`config.mk`:
```
export PLATFORM = sky130hd
export DESIGN_NAME = rgb_to_rgb565_blit_writer_unit
export DESIGN_NICKNAME = d
export VERILOG_FILES = /design/src/hw/rtl/r565bw_pkg.sv /design/src/hw/rtl/rgb_to_rgb565_blit_writer_unit.sv
export SDC_FILE = /design/constraint.sdc
export NUM_CORES = 1
export LEC_CHECK = 0
export BUFFER_PORTS_ARGS = -buffer_cell sky130_fd_sc_hd__buf_2
export CORE_MARGIN = 5
export CORE_UTILIZATION = 40
export DETAILED_ROUTE_END_ITERATION = 7
export PLACE_DENSITY = 0.61
export SYNTH_ARGS = -nofsm -noshare
export SYNTH_HDL_FRONTEND = slang
export SYNTH_SLANG_ARGS = --single-unit
export TNS_END_PERCENT = 100
```
`constraint.sdc`:
```
create_clock -name clk_i -period 14.24 [get_ports clk_i]
set_input_delay 0 -clock clk_i [delete_from_list [all_inputs] [get_ports clk_i]]
set_output_delay 0 -clock clk_i [all_outputs]
set_load 0.01 [all_outputs]
```
`src/hw/rtl/r565bw_pkg.sv`:
```
// Package for the RGB888/RGBA8888 to RGB565 blit writer.
// Holds the word types, register map, widths, packing and clamping helpers; no dependencies.
package r565bw_pkg;

  localparam int unsigned MAX_DIM = 1024;
  localparam int unsigned DIM_W   = $clog2(MAX_DIM) + 1;
  localparam int unsigned CNT_W   = $clog2(MAX_DIM);
  localparam int unsigned ORG_W   = 10;
  localparam int unsigned ADDR_W  = 20;
  localparam int unsigned PIX_W   = 16;

  localparam int unsigned PADDR_W = 5;
  localparam int unsigned PDATA_W = 32;

  localparam logic [2:0] REG_ORIGIN_X      = 3'd0;
  localparam logic [2:0] REG_ORIGIN_Y      = 3'd1;
  localparam logic [2:0] REG_BLIT_WIDTH    = 3'd2;
  localparam logic [2:0] REG_BLIT_HEIGHT   = 3'd3;
  localparam logic [2:0] REG_SCREEN_WIDTH  = 3'd4;
  localparam logic [2:0] REG_SCREEN_HEIGHT = 3'd5;
  localparam logic [2:0] REG_ROTATED       = 3'd6;
  localparam logic [2:0] REG_ALPHA_MODE    = 3'd7;

  localparam logic [10:0] RST_SCREEN_WIDTH  = 11'd320;
  localparam logic [10:0] RST_SCREEN_HEIGHT = 11'd240;

  localparam logic [7:0] RED_MASK = 8'hF8;
  localparam logic [7:0] GRN_MASK = 8'hFC;

  typedef struct packed {
    logic [7:0] red;
    logic [7:0] green;
    logic [7:0] blue;
    logic [7:0] alpha;
  } pixel_in_t;

  typedef struct packed {
    logic [ADDR_W-1:0] write_address;
    logic [PIX_W-1:0]  pixel_565;
    logic              last_of_blit;
  } pixel_out_t;

  function automatic logic [DIM_W-1:0] clamp_dim(input logic [10:0] v);
    logic [DIM_W-1:0] r;
    if (v == 11'd0) begin
      r = DIM_W'(1);
    end else if (32'(v) > MAX_DIM) begin
      r = DIM_W'(MAX_DIM);
    end else begin
      r = DIM_W'(v);
    end
    return r;
  endfunction

  function automatic logic [DIM_W-1:0] clamp_screen(input logic [10:0] v);
    logic [DIM_W-1:0] r;
    if (32'(v) > MAX_DIM) begin
      r = DIM_W'(MAX_DIM);
    end else begin
      r = DIM_W'(v);
    end
    return r;
  endfunction

  function automatic logic [PIX_W-1:0] pack_565(input pixel_in_t p);
    logic [7:0] r;
    logic [7:0] g;
    r = p.red & RED_MASK;
    g = p.green & GRN_MASK;
    return {r[7:3], g[7:2], p.blue[7:3]};
  endfunction

endpackage

```
`src/hw/rtl/rgb_to_rgb565_blit_writer_unit.sv`:
```
// Top level of the RGB565 blit writer: APB register file, raster counters,
// input stage and framebuffer write register. Depends on r565bw_pkg.

// Takes one source pixel word per clock in raster order unless stalled, and
// gives at most one framebuffer write word (address, RGB565 data, last flag)
// per pixel via the input register, then the write register. The path from
// the input register to the write register holds the single row-times-width
// multiply and the on-screen checks. Transparent (alpha mode, alpha zero) and
// off-screen pixels make no write but still advance the counters. The user
// must write registers only while no pixel is in flight; it is not enforced.
module rgb_to_rgb565_blit_writer_unit (
  input  logic                            clk_i,
  input  logic                            rst_ni,
  input  logic                            in_valid_i,
  output logic                            in_ready_o,
  input  r565bw_pkg::pixel_in_t           in_pixel_i,
  output logic                            out_valid_o,
  input  logic                            out_ready_i,
  output r565bw_pkg::pixel_out_t          out_write_o,
  input  logic                            psel,
  input  logic                            penable,
  input  logic                            pwrite,
  input  logic [r565bw_pkg::PADDR_W-1:0]  paddr,
  input  logic [r565bw_pkg::PDATA_W-1:0]  pwdata,
  output logic [r565bw_pkg::PDATA_W-1:0]  prdata,
  output logic                            pready
);

  localparam int unsigned CW = r565bw_pkg::CNT_W;
  localparam int unsigned DW = r565bw_pkg::DIM_W;

  // configuration
  logic [9:0]  origin_x_q, origin_y_q;
  logic [10:0] blit_width_q, blit_height_q, screen_width_q, screen_height_q;
  logic        rotated_q, alpha_mode_q;
  logic        cfg_we;
  logic [2:0]  cfg_idx;

  assign pready  = 1'b1;
  assign cfg_we  = psel & penable & pwrite;
  assign cfg_idx = paddr[4:2];

  always_ff @(posedge clk_i or negedge rst_ni) begin
    if (!rst_ni) begin
      origin_x_q      <= '0;
      origin_y_q      <= '0;
      blit_width_q    <= 11'd1;
      blit_height_q   <= 11'd1;
      screen_width_q  <= r565bw_pkg::RST_SCREEN_WIDTH;
      screen_height_q <= r565bw_pkg::RST_SCREEN_HEIGHT;
      rotated_q       <= 1'b0;
      alpha_mode_q    <= 1'b0;
    end else if (cfg_we) begin
      case (cfg_idx)
        r565bw_pkg::REG_ORIGIN_X:      origin_x_q      <= pwdata[9:0];
        r565bw_pkg::REG_ORIGIN_Y:      origin_y_q      <= pwdata[9:0];
        r565bw_pkg::REG_BLIT_WIDTH:    blit_width_q    <= pwdata[10:0];
        r565bw_pkg::REG_BLIT_HEIGHT:   blit_height_q   <= pwdata[10:0];
        r565bw_pkg::REG_SCREEN_WIDTH:  screen_width_q  <= pwdata[10:0];
        r565bw_pkg::REG_SCREEN_HEIGHT: screen_height_q <= pwdata[10:0];
        r565bw_pkg::REG_ROTATED:       rotated_q       <= pwdata[0];
        r565bw_pkg::REG_ALPHA_MODE:    alpha_mode_q    <= pwdata[0];
        default: ;
      endcase
    end
  end

  always_comb begin
    case (cfg_idx)
      r565bw_pkg::REG_ORIGIN_X:      prdata = 32'(origin_x_q);
      r565bw_pkg::REG_ORIGIN_Y:      prdata = 32'(origin_y_q);
      r565bw_pkg::REG_BLIT_WIDTH:    prdata = 32'(blit_width_q);
      r565bw_pkg::REG_BLIT_HEIGHT:   prdata = 32'(blit_height_q);
      r565bw_pkg::REG_SCREEN_WIDTH:  prdata = 32'(screen_width_q);
      r565bw_pkg::REG_SCREEN_HEIGHT: prdata = 32'(screen_height_q);
      r565bw_pkg::REG_ROTATED:       prdata = 32'(rotated_q);
      r565bw_pkg::REG_ALPHA_MODE:    prdata = 32'(alpha_mode_q);
      default:                       prdata = '0;
    endcase
  end

  // handshake
  logic stg_valid_q, out_valid_q;
  logic stg_adv, in_acc;

  assign stg_adv    = ~out_valid_q | out_ready_i;
  assign in_ready_o = ~stg_valid_q | stg_adv;
  assign in_acc     = in_valid_i & in_ready_o;

  // raster counters
  logic [CW-1:0] row_q, row_d, col_q, col_d;
  logic [DW-1:0] blit_w, blit_h;
  logic          col_end, row_end;

  assign blit_w  = r565bw_pkg::clamp_dim(blit_width_q);
  assign blit_h  = r565bw_pkg::clamp_dim(blit_height_q);
  assign col_end = ({1'b0, col_q} + DW'(1)) >= blit_w;
  assign row_end = ({1'b0, row_q} + DW'(1)) >= blit_h;

  always_comb begin
    row_d = row_q;
    col_d = col_q;
    if (col_end) begin
      col_d = '0;
      row_d = row_end ? '0 : row_q + CW'(1);
    end else begin
      col_d = col_q + CW'(1);
    end
  end

  always_ff @(posedge clk_i or negedge rst_ni) begin
    if (!rst_ni) begin
      row_q <= '0;
      col_q <= '0;
    end else if (in_acc) begin
      row_q <= row_d;
      col_q <= col_d;
    end
  end

  // input stage
  logic [CW-1:0]                 stg_row_q, stg_col_q;
  logic                          stg_last_q, stg_clear_q;
  logic [r565bw_pkg::PIX_W-1:0]  stg_pix_q;

  always_ff @(posedge clk_i or negedge rst_ni) begin
    if (!rst_ni) begin
      stg_valid_q <= 1'b0;
    end else if (in_ready_o) begin
      stg_valid_q <= in_valid_i;
    end
  end

  always_ff @(posedge clk_i) begin
    if (in_acc) begin
      stg_row_q   <= row_q;
      stg_col_q   <= col_q;
      stg_last_q  <= col_end & row_end;
      stg_clear_q <= alpha_mode_q & (in_pixel_i.alpha == 8'd0);
      stg_pix_q   <= r565bw_pkg::pack_565(in_pixel_i);
    end
  end

  // placement and screen clipping
  logic [DW-1:0]   scr_w, scr_h;
  logic [10:0]     sum_x, sum_y, scr_row, scr_col;
  logic            col_ok, emit;
  logic [21:0]     row_off;
  logic [22:0]     addr_full;

  assign scr_w = r565bw_pkg::clamp_screen(screen_width_q);
  assign scr_h = r565bw_pkg::clamp_screen(screen_height_q);
  assign sum_x = {1'b0, origin_x_q} + 11'(stg_col_q);
  assign sum_y = {1'b0, origin_y_q} + 11'(stg_row_q);

  always_comb begin
    if (rotated_q) begin
      scr_row = sum_x;
      scr_col = 11'(scr_w) - 11'd1 - sum_y;
      col_ok  = sum_y < 11'(scr_w);
    end else begin
      scr_row = sum_y;
      scr_col = sum_x;
      col_ok  = sum_x < 11'(scr_w);
    end
  end

  assign emit      = col_ok & (scr_row < 11'(scr_h)) & ~stg_clear_q;
  assign row_off   = 22'(scr_row) * 22'(scr_w);
  assign addr_full = {1'b0, row_off} + 23'(scr_col);

  // write register
  r565bw_pkg::pixel_out_t out_q;

  always_ff @(posedge clk_i or negedge rst_ni) begin
    if (!rst_ni) begin
      out_valid_q <= 1'b0;
    end else if (stg_adv) begin
      out_valid_q <= stg_valid_q & emit;
    end
  end

  always_ff @(posedge clk_i) begin
    if (stg_adv) begin
      out_q.write_address <= addr_full[r565bw_pkg::ADDR_W-1:0];
      out_q.pixel_565     <= stg_pix_q;
      out_q.last_of_blit  <= stg_last_q;
    end
  end

  assign out_valid_o = out_valid_q;
  assign out_write_o = out_q;

endmodule

```
======== Yosys cells after proc, flatten, opt, wreduce, memory -nomap -nowiden ========
Index checks and enable logic that the tools add are counted.
Widths: inputs -> output; s select.
storage, ports and cells
  output and inout bits ................... 72
  word-level logic and storage cells ...... 84
  input port bits ......................... 76
  flip-flop bits (word level) ............. 163
operators by class
  multiply operators ...................... 1
  $add $sub $neg .......................... 9
  equality and inequality tests ........... 7
  order comparisons ....................... 9
  reduce and logical (&&, ||, !) cells .... 13
  multiplexer cells ....................... 12
  bitwise logic cells ..................... 13
operators by type and width
  operator               count
  $pmux 32 s8            1
  $mux 11                8
  $gt 11x11->1 const B   4
  $lt 11x11->1           3
  $add 10x1->11 const B  2
  $add 10x10->11         2
  $ge 11x11->1           2
  $logic_not 11->1       2
  $add 10x1->10 const B  2
  $add 20x11->20         1
  $mul 11x11->20         1
  $mux 10                2
  $reduce_and 2->1       9
  $eq 3x3->1 const B     4
  $sub 11x1->11 const B  1
  $sub 11x11->11         1
  $and 1x1->1            8
  $logic_not 8->1        1
  $eq 3x2->1 const B     2
  $eq 3x1->1 const B     1
  $logic_not 3->1        1
  $not 1->1              3
  $or 1x1->1             2
  $mux 1                 1

======== Logic depth before layout (Yosys ltp) ========
Gate-level depths: netlist of the first run.
  depth after elaboration ................. 7
  gate-level depth with buffers ........... 32

======== Worst setup path before layout of the first run ========
OpenSTA, ideal clock, no wires.
  path type ............................... register to register
  start ................................... reg origin_x_q[0]
  end ..................................... reg out_q, in the netlist out_write_o[36] (data pin)
  stages on the path, launching flop included .. 27
  buffers on the path ..................... 1
  slack ................................... 7523 ps
  arrival time ............................ 6457 ps
  period minus slack after synthesis ...... 6717 ps
  cell sequence ........................... dfrtp_1 > ha_1 > fa_1 > a211oi_1 > o21ai_1 > a31oi_1 > o21ai_0 > xor2_1 > nand2_1 > o21ai_1 > buf_2 > nand2_1 > fa_1 > fa_1 > fa_1 > fa_1 > fa_1 > inv_1 > ha_1 > a21o_1 > a21o_1 > a21oi_1 > nor2_1 > a221oi_1 > a21oi_1 > o22ai_1 > xnor2_1
between the ends
  word-level cells in the longest chain between the ends .. 4
  elaborated cells on any way between the ends .. 5
  those cells by class .................... add/sub: 2; mul: 1; mux: 2
ends and longest elaborated chain
  item                    line                                   source
  from (decl)             rgb_to_rgb565_blit_writer_unit.sv:33   logic [9:0] origin_x_q, origin_y_q;
  from (signal assigned)  rgb_to_rgb565_blit_writer_unit.sv:55   r565bw_pkg::REG_ORIGIN_X: origin_x_q <= pwdata[9:0];
  $add 10x10->11 (*)      rgb_to_rgb565_blit_writer_unit.sv:153  assign sum_x = {1'b0, origin_x_q} + 11'(stg_col_q);
  $mux 11                 rgb_to_rgb565_blit_writer_unit.sv:157  if (rotated_q) begin
  $mul 11x11->20          rgb_to_rgb565_blit_writer_unit.sv:169  assign row_off = 22'(scr_row) * 22'(scr_w);
  $add 20x11->20 (*)      rgb_to_rgb565_blit_writer_unit.sv:170  assign addr_full = {1'b0, row_off} + 23'(scr_col);
  via addr_full[19]       rgb_to_rgb565_blit_writer_unit.sv:149  logic [22:0] addr_full;
  to (decl)               rgb_to_rgb565_blit_writer_unit.sv:173  r565bw_pkg::pixel_out_t out_q;
The timed path passes the listed nets; every way through them passes the cells marked *.
A chain may end at the register's enable or synchronous reset.

======== Final worst setup path of the first run ========
  start ................................... reg screen_width_q[10]
  end ..................................... reg out_q, in the netlist out_write_o[36] (data pin)
between the ends
  word-level cells in the longest chain between the ends .. 6
  elaborated cells on any way between the ends .. 7
  those cells by class .................... add/sub: 3; mul: 1; order compare: 1; mux: 2
ends and longest elaborated chain
  item                    line                                   source
  from (decl)             rgb_to_rgb565_blit_writer_unit.sv:34   logic [10:0] blit_width_q, blit_height_q, screen_width_q, screen_height_q;
  from (signal assigned)  rgb_to_rgb565_blit_writer_unit.sv:49   screen_width_q <= r565bw_pkg::RST_SCREEN_WIDTH;
  from (signal assigned)  rgb_to_rgb565_blit_writer_unit.sv:59   r565bw_pkg::REG_SCREEN_WIDTH: screen_width_q <= pwdata[10:0];
  $gt 11x11->1            r565bw_pkg.sv:57                       if (32'(v) > MAX_DIM) begin
  $mux 11 (*)             r565bw_pkg.sv:57
  $sub 11x1->11           rgb_to_rgb565_blit_writer_unit.sv:159  scr_col = 11'(scr_w) - 11'd1 - sum_y;
  $sub 11x11->11          rgb_to_rgb565_blit_writer_unit.sv:159
  $mux 11                 rgb_to_rgb565_blit_writer_unit.sv:157
  $add 20x11->20 (*)      rgb_to_rgb565_blit_writer_unit.sv:170
  via addr_full[19]       rgb_to_rgb565_blit_writer_unit.sv:149
Marks and branches as above.

==> flow_summary.toml, run 1 <==
[run_status]
run_status = "completed"

[route]
firstDrtPassIters = 5
vias_per_cell = 5.20
drtAntennaViolNets = 0
wirelength_um = 34300
vias = 10074
wl_per_cell_um = 17.7
drt_iter0_markers = 638
drc = 0

[worst_setup_path]
crit_fanout = 18
critPathKind = "reg2reg"
critPathTopFamily = "adder cells"
critical_path.max_stage_delay_ns = 0.81
endpoint_kind = "register"
critPathSlowestCell = "dfrtp_1"
required_ns = 14.43
cp-start-kind = "register"
path_common_cell = "fa_1"
cp_num_buf_inv = 5
crit_arrival_ns = 8.22

[sta]
min_period_ns = 8.03
worst_pin_slew_ns = 1.14
rsz0062_at_grt = "no"
fin_crit_sh_pct = 56.4
slew_headroom_pct = 23.5
fin_worst_skew_ns = 0.0146
setup_viol = 0
clock.fmax_mhz = 125
fin_tns_setup_ns = 0
hold_viol = 0
maxSlewViolCount = 0
fin_ws_ns = 6.21

[clocking]
clock_path_buffers = 2
cts_tree = "done"
clock-sinks = 163
htree_levels = 4
cts_resized = 0
root_buffer = "clkbuf_16"
cts_buffers = 17
postCtsSetupRepairBufs = 0
clk_pin_slew_worst_paths_ns = 0.07
insertion_delay_ns = 0.45

[final_layout]
multi_input_area_um2 = 8270
nets = 1777
fillCellCount = 3223
mostFrequentLayoutCells = "nand2_1 (173), inv_1 (158), ha_1 (133)"
drive_gt1_share_pct = 15.1
diodes = 0
area_growth_pct = 13.5
final_common_cell = "nand2_1"
regArea_um2 = 4460

[logic_synthesis]
synthFlopType = "dfrtp_1"
async_reset_ff_share_pct = 54.0
synth_seq_cells = 163
synth.avg_cell_area_um2 = 9.98
synthCells = 1363
synth-edff-count = 75
synth_area_um2 = 13600
ys_types = 72
yosysSeqAreaShare_pct = 32.8
ys_warn_count = 0

[global_route]
grt_pass1_wl_um = 55300
overflow = 0
track_usage_pct = 18.2
grt_max_degree = 78
grt_pass1_vias = 10206
antenna_found_initial = 0

[die]
core_um2 = 33500
std_cell_rows = 67
dieWidth_um = 194
start_util_pct = 40.6
die_y_um = 194
pin_count = 148
dieArea_um2 = 37800

[placed_design]
io_buffer_count = 94
pre_cts_slack_ns = 6.33
hpwl_um = 26200
place_congestion = 0.870

[power]
vdd_drop_max_mv = 0.109
power.density_nw_per_um2 = 207
p_leak_nw = 7.10

[hold_path]
holdCritPathClass = "in2reg"

[flow_run]
drv_cap = 0
==> final cells by class <==
class	instances	share of cell area (%)
Clock buffer	18	2.78
Clock inverter	14	1.51
Inverter	165	4.01
Multi-Input combinational cell	993	53.6
Sequential cell	163	28.9
Tap cell	448	3.63
Timing Repair Buffer	135	5.58
==> kinds of logic (layout without fill, tap and decap cells) <==
group | Yosys count | count (layout) | share of synthesized area [%]
buffers and inverters | 227 | 332 | 6.93
flip-flops | 163 | 163 | 32.8
AO/OA/AOI/OAI | 228 | 228 | 10.8
XOR/XNOR | 57 | 57 | 3.67
AND/OR/NAND/NOR | 369 | 369 | 12.3
other | 2 | 22 | 0.0552
multiplexers | 91 | 91 | 7.53
adder cells (fa/ha/maj) | 226 | 226 | 25.9
==> registers in the layout (all words and copies together), names as in the netlist <==
register,cells
blit_height_q,11
alpha_mode_q,1
stg_valid_q,1
origin_x_q,10
stg_clear_q,1
blit_width_q,11
col_q,10
origin_y_q,10
stg_col_q,10
stg_pix_q,16
screen_width_q,11
out_write_o,37
stg_row_q,10
stg_last_q,1
rotated_q,1
row_q,10
out_valid_o,1
screen_height_q,11
==> repair_timing <==
item | 4_1_cts | 5_1_grt
hold endpoints to repair | 90 | 0
hold buffers | 32 | 0
endpoints found under the setup margin | 0 | 0
==> Yosys cell counts, types with 11 or more instances <==
cell type	n	area, um2
nand2b_1	13	81.3
o21ai_1	15	75.1
xor2_1	18	158
buf_4	22	165
nor2b_1	14	87.6
edfxtp_1	75	2250
o21ai_0	47	235
nand3_1	22	110
xnor2_1	39	342
a21oi_1	51	255
o22ai_1	11	68.8
nand2_1	173	649
a211oi_1	11	82.6
dfrtp_1	80	2000
mux2i_1	19	190
a21o_1	22	165
nor2_1	82	308
and2_1	13	81.3
inv_1	160	601
clkbuf_1	29	109
fa_1	93	1860
mux2_2	70	788
ha_1	133	1660
==> metal layers <==
layer | GRT usage (%) | share of wire [%] | wire length, um | vias up
li1 | - | - | - | 4835
met1 | 25.2 | 46 | 15700 | 4991
met2 | 29.5 | 48 | 16300 | 208
met3 | 3.27 | 4.6 | 1560 | 40
met4 | 5.39 | 2.2 | 750 | 0
met5 | 0 | 0 | 0 | -
==> final timing paths <==
kind | endpoint | depth (start not counted) | slack [ns] | from
worst min-delay path | stg_valid_q$_DFFE_PN0N_ | 4 | 0.003 | out_ready_i
max in group asynchronous | blit_height_q[2]$_DFFE_PN0P_ | 3 | 13.20 | rst_ni
worst min register to register | out_write_o[10]$_DFFE_PP_ | 0 | 0.42 | stg_pix_q[9]$_DFFE_PP_
worst max-delay path | out_write_o[36]$_DFFE_PP_ | 28 | 6.21 | screen_width_q[10]$_DFFE_PN0P_
worst max register to register | out_write_o[36]$_DFFE_PP_ | 28 | 6.21 | screen_width_q[10]$_DFFE_PN0P_
min in group asynchronous | blit_width_q[5]$_DFFE_PN0P_ | 3 | 0.34 | rst_ni
==> per-stage QoR <==
stage	hold slack (ns)	area, um2	util [%]	std cells	total power [mW]
after floorplan	-0.296	13700	-	1383	2.20
after global placement	-0.144	14500	43.1	1872	2.64
after detailed placement	-0.138	14500	43.1	1872	2.67
after CTS	0.00723	15400	46.0	1936	3.23
after global routing	0.0166	15400	46.0	1936	3.53
final	0.00282	15400	46.0	1936	3.19
==> worst register-to-register path, delay by kind of cell (launching register included) <==
| family | cells | cell delay [ns] |
|---|---|---|
| compound gates | 11 | 2.19 |
| xor+xnor | 1 | 0.09 |
| fa+ha+maj | 7 | 3.07 |
| buf+inv | 5 | 0.80 |
| flops | 1 | 0.81 |
| simple gates | 4 | 0.81 |
==> power by group <==
group	switching [mW]	internal (mW)	total, mW
Combinational	1.12	0.795	1.92
Clock	0.221	0.304	0.525
Sequential	0.0809	0.665	0.746
Total	1.43	1.76	3.19
(Power assumes the default switching activity.)
==> run 2: changes to the inputs <==
- clock period: 14.24 -> 8.21 ns (I/O delays scaled with it)
==> run 2 against run 1 <==
Net effect:
- fmax is 8.5% higher
- clock skew hardly changed
- combinational power is 76% higher
- sequential share of layout area is 0.13 points lower
- core utilization is 0.20 points higher
- register-to-register slack worse by 5.4 ns
- first-iteration DRC count is 7.8% lower
- non-clock buffer count is 14 higher
- critical path type unchanged
- critical endpoint unchanged
- highest routed layer unchanged
==> flow_summary.toml, run 2 (same netlist as run 1, synthesis figures left out) <==
[die]
dieArea_um2 = 37800
std_cell_rows = 67
die_y_um = 194
pin_count = 148
dieWidth_um = 194
start_util_pct = 40.6
core_um2 = 33500

[final_layout]
regArea_um2 = 4460
mostFrequentLayoutCells = "nand2_1 (173), inv_1 (158), ha_1 (133)"
diodes = 0
area_growth_pct = 14.0
nets = 1791
final_common_cell = "nand2_1"
finalNonFillerCells = 1950
largest_reg_flops = 37
drive_gt1_share_pct = 15.9
multi_input_area_um2 = 8270
fin_area_um2 = 15500
fillCellCount = 3208

[placed_design]
hpwl_um = 26600
postPlaceCellArea_um2 = 14600
pre_cts_slack_ns = 0.791
placed_cells = 1885
io_buffer_count = 94
place_congestion = 0.868

[hold_path]
holdCritPathClass = "in2reg"

[run_status]
run_status = "completed"

[power]
p_leak_nw = 7.15
power.density_nw_per_um2 = 355
vdd_drop_max_mv = 0.171

[clocking]
clk_pin_slew_worst_paths_ns = 0.08
clock_path_buffers = 2
root_buffer = "clkbuf_16"
insertion_delay_ns = 0.45
htree_levels = 4
clock-sinks = 163
cts_tree = "done"
cts_buffers = 17

[route]
drt_iter0_markers = 588
drtAntennaViolNets = 0
wirelength_um = 34400
vias_per_cell = 5.20
drc = 0
firstDrtPassIters = 6
wl_per_cell_um = 17.7
vias = 10146

[worst_setup_path]
crit_arrival_ns = 7.60
endpoint_kind = "register"
cp-start-kind = "register"
required_ns = 8.41
critPathSlowestCell = "fa_1"
crit_fanout = 5
critPathKind = "reg2reg"
path_common_cell = "fa_1"
critical_path.max_stage_delay_ns = 0.54

[global_route]
grt.met3_usage_pct = 3.46
grt_pass1_wl_um = 55300
overflow = 0
use_met1_pct = 25.1
track_usage_pct = 18.4
grt_pass1_vias = 10297
grt_busiest_layer = "met2"
grt_max_degree = 77
gr-usage-met2_pct = 29.7
antenna_found_initial = 0

[sta]
fin_worst_skew_ns = 0.0146
fin_ws_ns = 0.809
clock.fmax_mhz = 135
fin_tns_setup_ns = 0
setup_viol = 0
worst_pin_slew_ns = 1.09
fin_crit_sh_pct = 90.2
min_period_ns = 7.40
hold_ws_ns = 0.0551
maxSlewViolCount = 0
hold_viol = 0
slew_headroom_pct = 27.1
rsz0062_at_grt = "no"

[flow_run]
drv_cap = 0
-- run 2: changes by cell type in the layout (fill, tap and decap cells not counted), moves of 2 or more --
cell	before	now
buf_4	10	23
bufinv_16	4	0
clkinv_8	2	4
inv_6	4	2
-- run 2: path summary, 6_finish.rpt --
check | start | endpoint | depth (start not counted) | slack [ns]
worst max-delay path | origin_x_q[0]$_DFFE_PN0P_ | out_write_o[36]$_DFFE_PP_ | 25 | 0.81
worst min-delay path | out_ready_i | out_valid_o$_DFFE_PN0P_ | 3 | 0.06
worst max register to register | origin_x_q[0]$_DFFE_PN0P_ | out_write_o[36]$_DFFE_PP_ | 25 | 0.81
worst min register to register | stg_pix_q[2]$_DFFE_PP_ | out_write_o[3]$_DFFE_PP_ | 0 | 0.42
max in group asynchronous | rst_ni | col_q[0]$_DFFE_PN0P_ | 3 | 7.13
min in group asynchronous | rst_ni | blit_width_q[4]$_DFFE_PN0P_ | 3 | 0.36
-- run 2: critical path, delay by kind of cell, from the launching register on --
kind / cells / cell delay, ns
buffers and inverters: 1 / 0.04
AOI/OAI and AO/OA: 11 / 2.43
DFF: 1 / 0.40
adders and majority gates: 8 / 3.54
xor gates and xnor gates: 2 / 0.44
and+or+nand+nor: 3 / 0.30
-- run 2: layout make-up --
cell class,count,share of cell area [%]
flip-flops and latches,163,28.8
well taps,448,3.61
repair buffers,149,6.25
inverters,165,3.99
clock buffers,18,2.90
clock inverters,14,1.11
multi-input cells,993,53.3
-- run 2: repair_timing --
item                                   CTS  global route
hold buffers                            33             0
endpoints found under the hold margin   95             0
gates resized for setup                  0             0
setup buffers                            0             0
-- run 2: per-layer routing --
| layer | vias up | share of wire [%] |
|---|---|---|
| met5 | - | 0 |
| met4 | 0 | 2.5 |
| met3 | 46 | 4.5 |
| met2 | 221 | 47 |
| met1 | 5022 | 46 |
| li1 | 4857 | - |
-- run 2: per-stage QoR --
step	total power [mW]	util, %
final	5.50	46.2
after CTS	5.57	46.2
after detailed placement	4.69	43.4
after global routing	6.11	46.2
after global placement	4.61	43.4
after floorplan	3.82	-
-- run 2: where the power goes --
group / switching, mW / internal [mW]
Sequential: 0.132 / 1.15
Clock: 0.407 / 0.432
Combinational: 1.97 / 1.40
Total: 2.51 / 2.99
